**config.mk**
```make
export PLATFORM = sky130hd
export DESIGN_NAME = ogd_ram
export DESIGN_NICKNAME = d
export VERILOG_FILES = /design/src/hw/rtl/occupancy_grid_dilation_core_macros.svh /design/src/hw/rtl/ogd_ram.sv
export SDC_FILE = /design/constraint.sdc
export NUM_CORES = 1
export LEC_CHECK = 0
export ABC_CLOCK_PERIOD_IN_PS = 2300
export BUFFER_PORTS_ARGS = -buffer_cell sky130_fd_sc_hd__buf_4
export CAP_MARGIN = 5
export CORE_MARGIN = 4
export CORE_UTILIZATION = 30
export DETAILED_ROUTE_END_ITERATION = 10
export PLACE_DENSITY = 0.45
export SYNTH_ARGS = -nofsm -noshare
export SYNTH_HDL_FRONTEND = slang
export SYNTH_SLANG_ARGS = --single-unit
```
**constraint.sdc**
```tcl
create_clock -name aclk -period 2.3 [get_ports aclk]
set_clock_uncertainty 0.2 [all_clocks]
set_input_delay 0.115 -clock aclk [delete_from_list [all_inputs] [get_ports aclk]]
set_output_delay 0.115 -clock aclk [all_outputs]
set_load 0.005 [all_outputs]
```
**src/hw/rtl/occupancy_grid_dilation_core_macros.svh**
```systemverilog
// ---------------------------------------------------------------------------
// Assertion macros for the occupancy grid dilation core
// Concurrent checks that vanish when SYNTHESIS is defined.
// ---------------------------------------------------------------------------
`ifndef OCCUPANCY_GRID_DILATION_CORE_MACROS_SVH
`define OCCUPANCY_GRID_DILATION_CORE_MACROS_SVH
`ifndef SYNTHESIS
`define OGD_ASSERT(label, clk, rst_n, prop) \
    label: assert property (@(posedge clk) disable iff (!(rst_n)) (prop)) \
        else $error("ogd assertion failed");
`define OGD_ASSERT_NEXT(label, clk, rst_n, ante, cons) \
    label: assert property (@(posedge clk) disable iff (!(rst_n)) (ante) |=> (cons)) \
        else $error("ogd assertion failed");
`else
`define OGD_ASSERT(label, clk, rst_n, prop)
`define OGD_ASSERT_NEXT(label, clk, rst_n, ante, cons)
`endif
`endif

```
**src/hw/rtl/ogd_ram.sv**
```systemverilog
// ---------------------------------------------------------------------------
// Generic single-port-write RAM
// One write and one registered read per cycle; read returns old data.
// ---------------------------------------------------------------------------
module ogd_ram #(
    parameter int WIDTH = 8,
    parameter int DEPTH = 16
) (
    input  logic                     aclk,
    input  logic                     we,
    input  logic [$clog2(DEPTH)-1:0] waddr,
    input  logic [WIDTH-1:0]         wdata,
    input  logic [$clog2(DEPTH)-1:0] raddr,
    output logic [WIDTH-1:0]         rdata
);
    logic [WIDTH-1:0] mem [DEPTH];
    logic [WIDTH-1:0] rdata_reg;

    always_ff @(posedge aclk) begin
        if (we) begin
            mem[waddr] <= wdata;
        end
        rdata_reg <= mem[raddr];
    end

    assign rdata = rdata_reg;
endmodule

```
After elaboration in Yosys (flattened, before gate mapping) --
Memories as Yosys holds them, arrays and structs flattened. A register that Yosys moved wholly into a read port is not among the register bits. Cells that the tools add are included.
Operators by class: multiplexer cells 2
Operator list (number):
- $mux W1 | 2
Storage, ports and cells: word-level logic and storage cells 3, bits of input ports 18, output and inout bits 8, memory bits (writable) 128, register bits 0, memories 1
Memories:
- mem | depth 16, width 8, read ports 1, clocked after Yosys merged registers in 1, write ports 1, RTL line ogd_ram.sv:16 | logic [WIDTH-1:0] mem [DEPTH];

Longest topological paths before layout --
depth after elaboration 2, depth in mapped cells 5, gate-level depth less buffers 3

Least setup slack after synthesis --
Ideal clock, no wire load.
kind input to register, start in waddr[2], end mem mem[0][0] (enable), required time 1717 ps, slack 492 ps, library setup time 383 ps, buffers on the path 0, arrival 1225 ps, stages 2, cell sequence or3b_2 > nor3_1
RTL lines:
- start: declaration | RTL line ogd_ram.sv:11 | input logic [$clog2(DEPTH)-1:0] waddr,
- end: declaration | RTL line ogd_ram.sv:16
Straight into the memory's write port.

==> metrics.md <==
| Metric | Value |
|---|---|
| Element type at the critical path end | flop |
| WL final | 11.1 mm |
| Std cell rows | 47 |
| Critical Path Start Type | flop |
| DIE HEIGHT | 139 µm |
| Post-Synth Adder-Cell Area | 0% |
| Vias per cell | 4.77 |
| Fin Setup TNS | 0 ps |
| XOR/XNOR Fraction of Synth Area | 0% |
| H-tree depth | 4 |
| FF+latch count, synth | about 140 |
| Placed instance count | 485 |
| FILL cells | between 1500 and 2000 |
| Final setup violation count | 0 |
| Synth Area in Simple Gates | roughly 3.2% |
| Fmax | 603 MHz |
| Max reg flops | 128 |
| Crit path time final | 1660 ps |
| Largest family of logic cells by synthesized area | multiplexers |
| CTS Buffer Depth | 2 |
| Nets | 310 |
| Vias | 2505 |
| Status | finished, final reports clean |
| DP HPWL | ~7.1 mm |
| DRC Markers | 0 |
| CTS clk-pin slew, worst paths | 60 ps |
| Synthesis Warnings | 0 |
| Worst-Skew Late Latency | roughly 410 ps |
| Drt wl/cell | 21.2 µm |
| IO buf count | 25 |
| Crit Path Class | flop to flop |
| Post-CTS setup buffers | 0 |
| Die Wd | 139 µm |
| Sequential fraction of the synthesis area | 77.8% |
| Mapped Nets | roughly 250 |
| Critical Path RT | 2390 ps |
| Core ar. | ~0.017 mm² |
| Period utilization | ~70% |
| Vias in the first global route | 2661 |
| Power per cell area | 904 mW/mm² |
| Min Hold Slack | about 30 ps |
| CTS resizes | 0 |
| Maximum fanout along the worst path | 1 |
| Total Power | 5.75 mW |
| Rel. slew slack | 69.6% |
| Peak supply drop | 497 µV |
| DRT Pass-1 Iters | 4 |
| Die footprint | 0.0193 mm² |
| Ratio of cells with drive above 1 in the final layout | 30.8% |
| Global route overflow | 0 |
| Non-filler cells, final | about 530 |
| Gate Count Post-Synth | ~230 |
| Worst Hold Class | input pin to flop |
| Ports | 26 |
| Slew Viols, Final | 0 |
| Synth Area in Compound Gates | approximately 2.3% |
| CTS Buf Count | 17 |
| Slew @ Worst Pin | approximately 460 ps |
| Area growth syn-to-layout | 23.5% |
| Final Hold Viols | 0 |
| Initial core utilization | 30.8% |
| Pin count of the biggest net entering global routing | 22 |
| Synthesized cell area | 0.00515 mm² |
| Max_cap viols | 0 |
| Count of cell types in the netlist | 19 |
| Total Routing Usage GR | around an eighth |
| Worst path arrival time | 1750 ps |
| RSZ-0062 raised after global routing | false |
| Mux cell area share after synthesis | 15.0% |
| Antenna-violating nets left | 0 |
| Initial antenna violation count | 0 |
| ANT cells | 0 |
| Syn avg cell area | roughly 22 µm² |
| Final Wtd Congestion | just under 0.7 |
| CTS tree | done |
| Leak pwr | 2.15 nW |
| Root buf cell | clkbuf_16 |
| CTS Sinks | 136 |
| 1st-iter DRT viols | around 180 |
| First-pass GRT wire length | between 15 and 20 mm |
## per-stage QoR
step,area [µm²],setup slack [ps],util (%)
after detailed placement,5680,362,34.0
after floorplan,5150,492,-
after global routing,6360,579,38.1
after CTS,6360,631,38.1
final,6360,641,38.1
after global placement,5680,379,34.0
## per-layer routing
metal	track usage, %	wire, µm	part of all wire (%)
met5	0	0	0
met4	4.63	178	1.6
met3	3.52	329	3.0
met2	19.9	5600	50
met1	15.5	5020	45
## path summary, 6_finish.rpt
kind | slack, ps | to | cells after the start | startpoint
setup / recovery | 640 | rdata[2]$_DFF_P_ | 3 | mem[1][2]$_DFFE_PP_
hold / removal | 30 | mem[8][6]$_DFFE_PP_ | 3 | waddr[0]
setup reg to reg | 640 | rdata[2]$_DFF_P_ | 3 | mem[1][2]$_DFFE_PP_
hold reg to reg | 470 | rdata[1]$_DFF_P_ | 3 | mem[14][1]$_DFFE_PP_
## where the power goes
group	leakage (nW)	switching, mW	internal, mW
registers	1.22	0.0161	2.77
logic	0.635	0.148	0.135
clock network	0.289	0.944	1.73
## cell families (layout without fill, tap and decap cells)
kind of cell | Yosys count | count (layout)
buffers and inverters | 10 | 86
AND/OR/NAND/NOR | 35 | 35
flip-flops | 136 | 136
AO/OA/AOI/OAI | 16 | 16
multiplexers | 32 | 32
## synthesized netlist by cell type, drive strengths merged
| cell type | number | area, µm² |
|---|---|---|
| edfxtp | 128 | 3840 |
| mux4 | 32 | 773 |
| a22oi | 16 | 120 |
| nor2 | 13 | 48.8 |
| nand2 | 9 | 33.8 |
| dfxtp | 8 | 160 |
| buf | 7 | 56.3 |
| nor3 | 4 | 20.0 |
| clkdlybuf4s25 | 3 | 30.0 |
| nand2b | 2 | 12.5 |
| nand3b | 2 | 15.0 |
| and2 | 1 | 6.26 |
| and2b | 1 | 7.51 |
| nand3 | 1 | 5.00 |
| nor2b | 1 | 6.26 |
| or3b | 1 | 8.76 |
## critical path: stages (launching register included)
cell,delay (ps)
edfxtp_1,350
mux4_1,520
a22oi_1,390
nand2_1,90
## cell type report
type                    count  area (µm²)  share of cell area (%)
multi-input cells          83        1060                    16.6
well taps                 220         275                    4.33
clock inverters             7        90.1                    1.42
repair buffers             54         425                    6.69
clock buffers              25         505                    7.95
flip-flops and latches    136        4000                    63.0
## cell usage in the layout (no fill, tap or decap), types with 4 or more instances in the layout
cell,instances
nor3_1,4
buf_4,46
mux4_1,14
edfxtp_1,128
a22oi_1,16
mux4_2,18
nand2_1,9
dlygate4sd3_1,8
dfxtp_1,8
nor2_1,13
clkbuf_8,5
clkbuf_16,17
## repair_timing
| action | 4_1_cts | 5_1_grt |
|---|---|---|
| hold buffers | 8 | 0 |
| setup endpoints to repair | 0 | 0 |
| hold endpoints to repair | 128 | 0 |
(Power assumes the default switching activity.)
