File: config.mk
export PLATFORM = sky130hd
export DESIGN_NAME = ogd_window
export DESIGN_NICKNAME = d
export VERILOG_FILES = /design/src/hw/rtl/occupancy_grid_dilation_core_macros.svh /design/src/hw/rtl/ogd_pkg.sv /design/src/hw/rtl/ogd_window.sv
export SDC_FILE = /design/constraint.sdc
export NUM_CORES = 1
export LEC_CHECK = 0
export ABC_CLOCK_PERIOD_IN_PS = 5850
export BUFFER_PORTS_ARGS = -buffer_cell sky130_fd_sc_hd__buf_2
export CORE_MARGIN = 10
export CORE_UTILIZATION = 30
export CTS_BUF_LIST = sky130_fd_sc_hd__clkbuf_2 sky130_fd_sc_hd__clkbuf_4 sky130_fd_sc_hd__clkbuf_8
export CTS_CLUSTER_SIZE = 25
export DETAILED_ROUTE_END_ITERATION = 16
export HOLD_SLACK_MARGIN = 0.03
export PLACE_DENSITY = 0.53
export SKIP_LAST_GASP = 1
export SLEW_MARGIN = 40
export SYNTH_ARGS = -nofsm -noshare
export SYNTH_HDL_FRONTEND = slang
export SYNTH_SLANG_ARGS = --single-unit
File: constraint.sdc
create_clock -name aclk -period 5.85 [get_ports aclk]
set_clock_uncertainty 0.05 [all_clocks]
set_input_delay 0.2925 -clock aclk [delete_from_list [all_inputs] [get_ports aclk]]
set_output_delay 0.2925 -clock aclk [all_outputs]
set_load 0.02 [all_outputs]
File: src/hw/rtl/occupancy_grid_dilation_core_macros.svh
// ---------------------------------------------------------------------------
// Assertion macros for the occupancy grid dilation core
// Concurrent checks that vanish when SYNTHESIS is defined.
// ---------------------------------------------------------------------------
`ifndef OCCUPANCY_GRID_DILATION_CORE_MACROS_SVH
`define OCCUPANCY_GRID_DILATION_CORE_MACROS_SVH
`ifndef SYNTHESIS
`define OGD_ASSERT(label, clk, rst_n, prop) \
    label: assert property (@(posedge clk) disable iff (!(rst_n)) (prop)) \
        else $error("ogd assertion failed");
`define OGD_ASSERT_NEXT(label, clk, rst_n, ante, cons) \
    label: assert property (@(posedge clk) disable iff (!(rst_n)) (ante) |=> (cons)) \
        else $error("ogd assertion failed");
`else
`define OGD_ASSERT(label, clk, rst_n, prop)
`define OGD_ASSERT_NEXT(label, clk, rst_n, ante, cons)
`endif
`endif

File: src/hw/rtl/ogd_pkg.sv
// ---------------------------------------------------------------------------
// Occupancy grid dilation package
// Cell class codes, register indexes and a shared control type.
// ---------------------------------------------------------------------------
package ogd_pkg;

    localparam int ROW_W      = 11;
    localparam int CFG_W      = 11;
    localparam int MAX_HEIGHT = 1024;

    localparam logic [ROW_W-1:0] ROW_SAT = 11'h7FF;

    localparam logic [1:0] CLS_FREE     = 2'd0;
    localparam logic [1:0] CLS_OCCUPIED = 2'd1;
    localparam logic [1:0] CLS_UNKNOWN  = 2'd2;
    localparam logic [1:0] CLS_FLUSH    = 2'd3;

    localparam logic [1:0] REG_WIDTH  = 2'd0;
    localparam logic [1:0] REG_HEIGHT = 2'd1;
    localparam logic [1:0] REG_RADIUS = 2'd2;

    // control handed to the column window
    typedef struct packed {
        logic shift;
        logic clear;
        logic occ_flag;
        logic free_flag;
    } win_ctrl_t;

endpackage

File: src/hw/rtl/ogd_window.sv
// ---------------------------------------------------------------------------
// Column window
// Shift registers of column flags and the clipped horizontal reduction.
// ---------------------------------------------------------------------------
module ogd_window import ogd_pkg::*; #(
    parameter int MAX_WIDTH  = 1024,
    parameter int MAX_RADIUS = 8
) (
    input  logic                              aclk,
    input  logic                              aresetn,
    input  win_ctrl_t                         ctrl,
    input  logic [$clog2(MAX_WIDTH)-1:0]      emit_col,
    input  logic [$clog2(MAX_RADIUS+1)-1:0]   radius,
    input  logic [$clog2(MAX_WIDTH+1)-1:0]    width,
    output logic [1:0]                        class_next
);
    localparam int WIN_LEN = 2 * MAX_RADIUS + 1;

    logic [WIN_LEN-1:0] occ_win_reg, occ_win_next, occ_shift;
    logic [WIN_LEN-1:0] free_win_reg, free_win_next, free_shift;
    logic [WIN_LEN-1:0] mask;
    logic               any_occ, any_free;

    assign occ_shift  = {occ_win_reg[WIN_LEN-2:0], ctrl.occ_flag};
    assign free_shift = {free_win_reg[WIN_LEN-2:0], ctrl.free_flag};

    // tap k is the cell R-k columns right of the emitted one
    always_comb begin
        for (int k = 0; k < WIN_LEN; k++) begin
            mask[k] = (k <= 2 * int'(radius))
                   && (k <= int'(emit_col) + int'(radius))
                   && (k + int'(width) > int'(emit_col) + int'(radius));
        end
    end

    assign any_occ    = |(occ_shift & mask);
    assign any_free   = |(free_shift & mask);
    assign class_next = any_occ ? CLS_OCCUPIED : (any_free ? CLS_FREE : CLS_UNKNOWN);

    always_comb begin
        occ_win_next  = occ_win_reg;
        free_win_next = free_win_reg;
        if (ctrl.clear) begin
            occ_win_next  = '0;
            free_win_next = '0;
        end else if (ctrl.shift) begin
            occ_win_next  = occ_shift;
            free_win_next = free_shift;
        end
    end

    always_ff @(posedge aclk) begin
        if (!aresetn) begin
            occ_win_reg  <= '0;
            free_win_reg <= '0;
        end else begin
            occ_win_reg  <= occ_win_next;
            free_win_reg <= free_win_next;
        end
    end
endmodule

[Word-level counts from Yosys, hierarchy flattened]
Cells that the tools add are included.
Word-level totals
  register bits: 32
  input bits: 31
  output and inout port bits: 2
  word-level logic and storage cells: 112
Operators by class
  add/sub/neg operators: 17
  order comparisons: 51
  mux-type cells: 2
  bitwise gates (word level): 3
  reductions and logical operators: 37
Operator list (number)
  $gt 13x32->1: 15
  $le 5x32->1 const A: 8
  $le 4x32->1 const A: 4
  $add 4x11->12 const A: 8
  $le 3x32->1 const A: 2
  $add 3x11->12 const A: 4
  $le 4x5->1 const A: 8
  $and 17x17->17: 2
  $logic_and 1x1->1: 34
  $reduce_or 17->1: 2
  $gt 12x32->1: 1
  $le 1x32->1 const A: 1
  $le 2x32->1 const A: 1
  $le 6x32->1 const A: 1
  $add 2x11->12 const A: 2
  $le 3x5->1 const A: 4
  $add 1x11->12 const A: 1
  $add 5x11->12 const A: 1
  $gt 12x11->1: 1
  $add 10x4->11: 1
  $le 1x5->1 const A: 2
  $le 2x5->1 const A: 2
  $le 5x5->1 const A: 1
  $mux 2: 2
  other kinds (2): 2

[Depth between registers and ports, before layout]
  word-level depth: 8
  gate-level depth with buffers: 19
  mapped depth without buffers: 17

[Worst setup path before layout]
Ideal clock, no wire load.
  path kind: in2out
  start point: input emit_col[0]
  end point: output class_next[1]
  arrival: 4.729 ns
  data required time: 5.508 ns
  slack: 0.779 ns
  stages: 16
  path buffers: 0
  path through: ha_1 -> fa_1 -> a211oi_2 -> nor3_1 -> nand2_1 -> xor2_1 -> ha_1 -> and2_1 -> a31oi_1 -> nand3_1 -> a221oi_1 -> a2111oi_0 -> a211oi_2 -> nand3_1 -> or4_4 -> a2111oi_4
On the way
  elaborated cells between the ends (all ways): 75
  those cells by class: 1 x add/sub; 34 x order compare; 2 x mux; 2 x bitwise; 36 x reduce/logical
RTL lines
  start: declaration: RTL line ogd_window.sv:12  | input logic [$clog2(MAX_WIDTH)-1:0] emit_col,
  $add 10x4->11 *: RTL line ogd_window.sv:31, ogd_window.sv:32
  $le 1x32->1 (tied with other cells): RTL line ogd_window.sv:31  | && (k <= int'(emit_col) + int'(radius))
  $logic_and 1x1->1: RTL line ogd_window.sv:31
  $logic_and 1x1->1: RTL line ogd_window.sv:32  | && (k + int'(width) > int'(emit_col) + int'(radius));
  $and 17x17->17 *: RTL line ogd_window.sv:36  | assign any_occ = |(occ_shift & mask);
  $reduce_or 17->1 *: RTL line ogd_window.sv:36
  named net any_occ: RTL line ogd_window.sv:22  | logic any_occ, any_free;
  $mux 2 *: RTL line ogd_window.sv:38  | assign class_next = any_occ ? CLS_OCCUPIED : (any_free ? CLS_FREE : CLS_UNKNOWN);
  end: declaration: RTL line ogd_window.sv:15  | output logic [1:0] class_next
Mark *: on every way through the listed nets, which the timed path passes. The rest lies on a longest branch.

[Worst setup path in the final report]
  start point: input radius[0]
  end point: output class_next[1]
On the way
  longest elaborated chain between the ends: 8
  elaborated cells between the ends (all ways): 92
  those cells by class: 1 x add/sub; 51 x order compare; 2 x mux; 2 x bitwise; 36 x reduce/logical
Ends and longest elaborated chain
  start: declaration: RTL line ogd_window.sv:13  | input logic [$clog2(MAX_RADIUS+1)-1:0] radius,
  $add 10x4->11: RTL line ogd_window.sv:31, ogd_window.sv:32
  $le 1x32->1 (tied with other cells): RTL line ogd_window.sv:31
  $logic_and 1x1->1: RTL line ogd_window.sv:31
  $logic_and 1x1->1: RTL line ogd_window.sv:32
  $and 17x17->17: RTL line ogd_window.sv:37  | assign any_free = |(free_shift & mask);
  $reduce_or 17->1: RTL line ogd_window.sv:37
  $mux 2: RTL line ogd_window.sv:38
  $mux 2 *: RTL line ogd_window.sv:38
Every way passes the cells marked *; elsewhere a longest branch is shown, timed or not.

==> results_dict.tcl <==
set metrics [dict create \
    synthXorXnorAreaFrac_pct 19.51 \
    yosys.area.top_type "ha_1" \
    synth_top_family_by_area "compound AO/OA/AOI/OAI gates" \
    clock_latency_ns 0.28 \
    yosysMostFrequentCell "ha_1" \
    start_util_pct 30.45 \
    drv_cap 0 \
    yosys_most_used_dff "dfxtp_1" \
    dpl-instance-area_um2 8939 \
    cts_sinks 32 \
    synth_edf_count 0 \
    synthArstFlopShare_pct 0 \
    grt_pass1_vias 8153 \
    ioPinCount 33 \
    synth_compound_area_share_pct 21.79 \
    drive_gt1_share_pct 11.70 \
    slew_viol_final 0 \
    period_needed_ns 5.660 \
    vias 8559 \
    avgSynthCellArea_um2 7.662 \
    h-tree-depth 2 \
    peakVddDrop_mv 0.2090 \
    ys_warn_count 0 \
    syn_nets 1217 \
    cts_hold_buf 0 \
    wl_per_cell_um 24.01 \
    rows 60 \
    synthTopCellsByArea "ha_1 18%, xnor2_1 12%, dfxtp_1 7.8%" \
    pwr_density_cell_nw_per_um2 158.2 \
    cp_num_buf_inv 3 \
    clockBufferDepth 2 \
    cts-root-buf "clkbuf_8" \
    slowest_delay_ns 0.58 \
    critical_path_arrival_ns 5.32 \
    critPathMaxFanout 6 \
    worstReg2RegStart "occ_win_reg[11]$_SDFFE_PP0P_" \
    synth_commonest_cells "117 x ha_1, 113 x nor2_1, 110 x xnor2_1" \
    overflow 0 \
    synth_top_cell_area_share_pct 17.89 \
    grt_pass1_wl_mm 51.76 \
    drt-total-wl_mm 34.68 \
    hold_viol 0 \
    synth_seq_area_share_pct 7.829 \
    antenna_left 0 \
    synthMuxAreaShare_pct 4.557 \
    max_freq_ghz 0.1767 \
    critPathMostFrequentCell "nand2_1" \
    slowest_stage "nand3_1" \
    tritoncts "yes" \
    vias_per_cell 5.927 \
    leakage_nw 3.763 \
    antenna_found_initial 0 \
    die_area_um2 34280 \
    post-route-period-util_pct 96.75 \
    clkTransAtPathRegs_ns 0.07 \
    yosys.area_share.simple_pct 20.64 \
    hold_slack_ns 0.2290 \
    syn_inst 1068 \
    drcViolationCount 0 \
    dp_hpwl_mm 27.44 \
    synthAdderAreaFrac_pct 20.72 \
    cts_setup_buffers 0 \
    min-delay-start "ctrl[0]" \
    nNetsFinal 1251 \
    critical_path_required_ns 5.51 \
    n_antenna_cell 0 \
    timing.critical_path.cells "buf_2 -> ha_1 -> fa_1 -> a211oi_2 -> nor3_1 -> nand3_1 -> buf_4 -> ha_1 -> nand2_1 -> a311o_1 -> mux2i_1 -> nor4b_2 -> a211o_1 -> a21oi_1 -> nand2_1 -> nand2_1 -> or4_4 -> a2111oi_4 -> buf_2" \
    cts_buffers 5 \
    cp_top_family "simple AND/OR/NAND/NOR gates" \
    drt-initial-drc-count 867 \
    core_region_area_um2 26880 \
    yosysUniqueCellTypes 83 \
    path_class "primary input to output port" \
    fp.dieH_um 185.2 \
    hold_path.class "primary input to register" \
    tightest_slew_ns 0.8452 \
    die_w_um 185.2 \
    setup_ws_ns 0.1902 \
    finalSetupViolations 0 \
    ys_ff_latch 32 \
    syn_area_um2 8183 \
    grt_setup_unrepaired "no" \
    crit_path_start "radius[0]" \
    grt_max_degree 33 \
    pre_cts_ws_ns 0.03898 \
    place_congestion 1.006 \
    firstDrtPassIters 5 \
    status "finished clean" \
    setup_tns_ns 0 \
    startpoint_type "primary input" \
    io_buffers 32 \
    stdcell_area_um2 9082 \
    finalPower_mw 1.437 \
    end_kind "output port" \
    relSlewSlack_pct 43.55 \
    track_usage_pct 19.84 \
    areaGrowthSynthToFinish_pct 10.99 \
]
==> worst paths after layout <==
path / slack (ns) / endpoint / depth (start not counted)
setup reg to reg: 5.09 / occ_win_reg[12]$_SDFFE_PP0P_ / 2
setup / recovery: 0.19 / class_next[1] / 19
hold reg to reg: 0.48 / free_win_reg[14]$_SDFFE_PP0P_ / 2
hold / removal: 0.23 / free_win_reg[0]$_SDFFE_PP0P_ / 3
==> tightest hold or removal path, stage by stage <==
cell	delay (ns)
buf_2	0.10
mux2i_1	0.06
nor2_1	0.07
==> cells in the final DEF, fill, tap and decap left out, types with 6 or more instances in the layout <==
cell type / count
nand2b_1: 12
nor2_1: 113
nor3_1: 18
a211oi_1: 9
maj3_1: 20
buf_2: 31
a21o_1: 15
mux2i_1: 35
a21oi_1: 55
nor2b_1: 9
o21ai_0: 29
o21bai_1: 6
and3_1: 10
nand2_1: 87
xor2_1: 47
xnor2_1: 108
xnor3_1: 7
dfxtp_1: 32
o211ai_1: 13
o2111ai_1: 7
inv_1: 34
a211o_1: 7
a2111oi_0: 8
buf_4: 56
o21a_1: 11
nor4_1: 8
ha_1: 117
a22oi_1: 6
nand4_1: 18
nand3_1: 31
or2_2: 7
a31oi_1: 17
clkbuf_8: 7
==> per-layer routing <==
| layer | GRT usage (%) | wire [µm] |
|---|---|---|
| met1 | 26.29 | 15130 |
| met2 | 31.62 | 15300 |
| met3 | 3.703 | 3087 |
| met4 | 6.339 | 1155 |
| met5 | 0 | 0 |
==> metrics by stage <==
step / util (%) / instances
after floorplan: - / 1068
after global placement: 33.20 / 1436
after detailed placement: 33.26 / 1436
after CTS: 33.73 / 1444
after global routing: 33.79 / 1444
final: 33.79 / 1444
==> layout make-up <==
class / count / area, µm²
inverter: 35 / 131.4
fill: 2893 / 17790
sequential: 32 / 640.6
clock buffer: 7 / 96.34
tap: 341 / 426.7
timing repair buffer: 87 / 575.6
multi-input combinational: 941 / 7182
clock inverter: 1 / 30.03
==> timing repair <==
action,in CTS,in global routing
hold endpoints to repair,0,0
resized for setup,0,2
setup endpoints to repair,0,1
==> power by group <==
| part | internal (mW) | total (mW) | switching [mW] |
|---|---|---|---|
| Sequential | 0.218 | 0.219 | 0.000561 |
| Combinational | 0.378 | 0.984 | 0.606 |
| Clock | 0.150 | 0.234 | 0.0836 |
==> kinds of logic after synthesis <==
logic type	after synthesis
xor gates and xnor gates	167
DFF	32
buffers and inverters	95
and+or+nand+nor	350
muxes	37
adders and majority gates	139
AOI/OAI and AO/OA	248
Power figures use the tool's default switching activity.
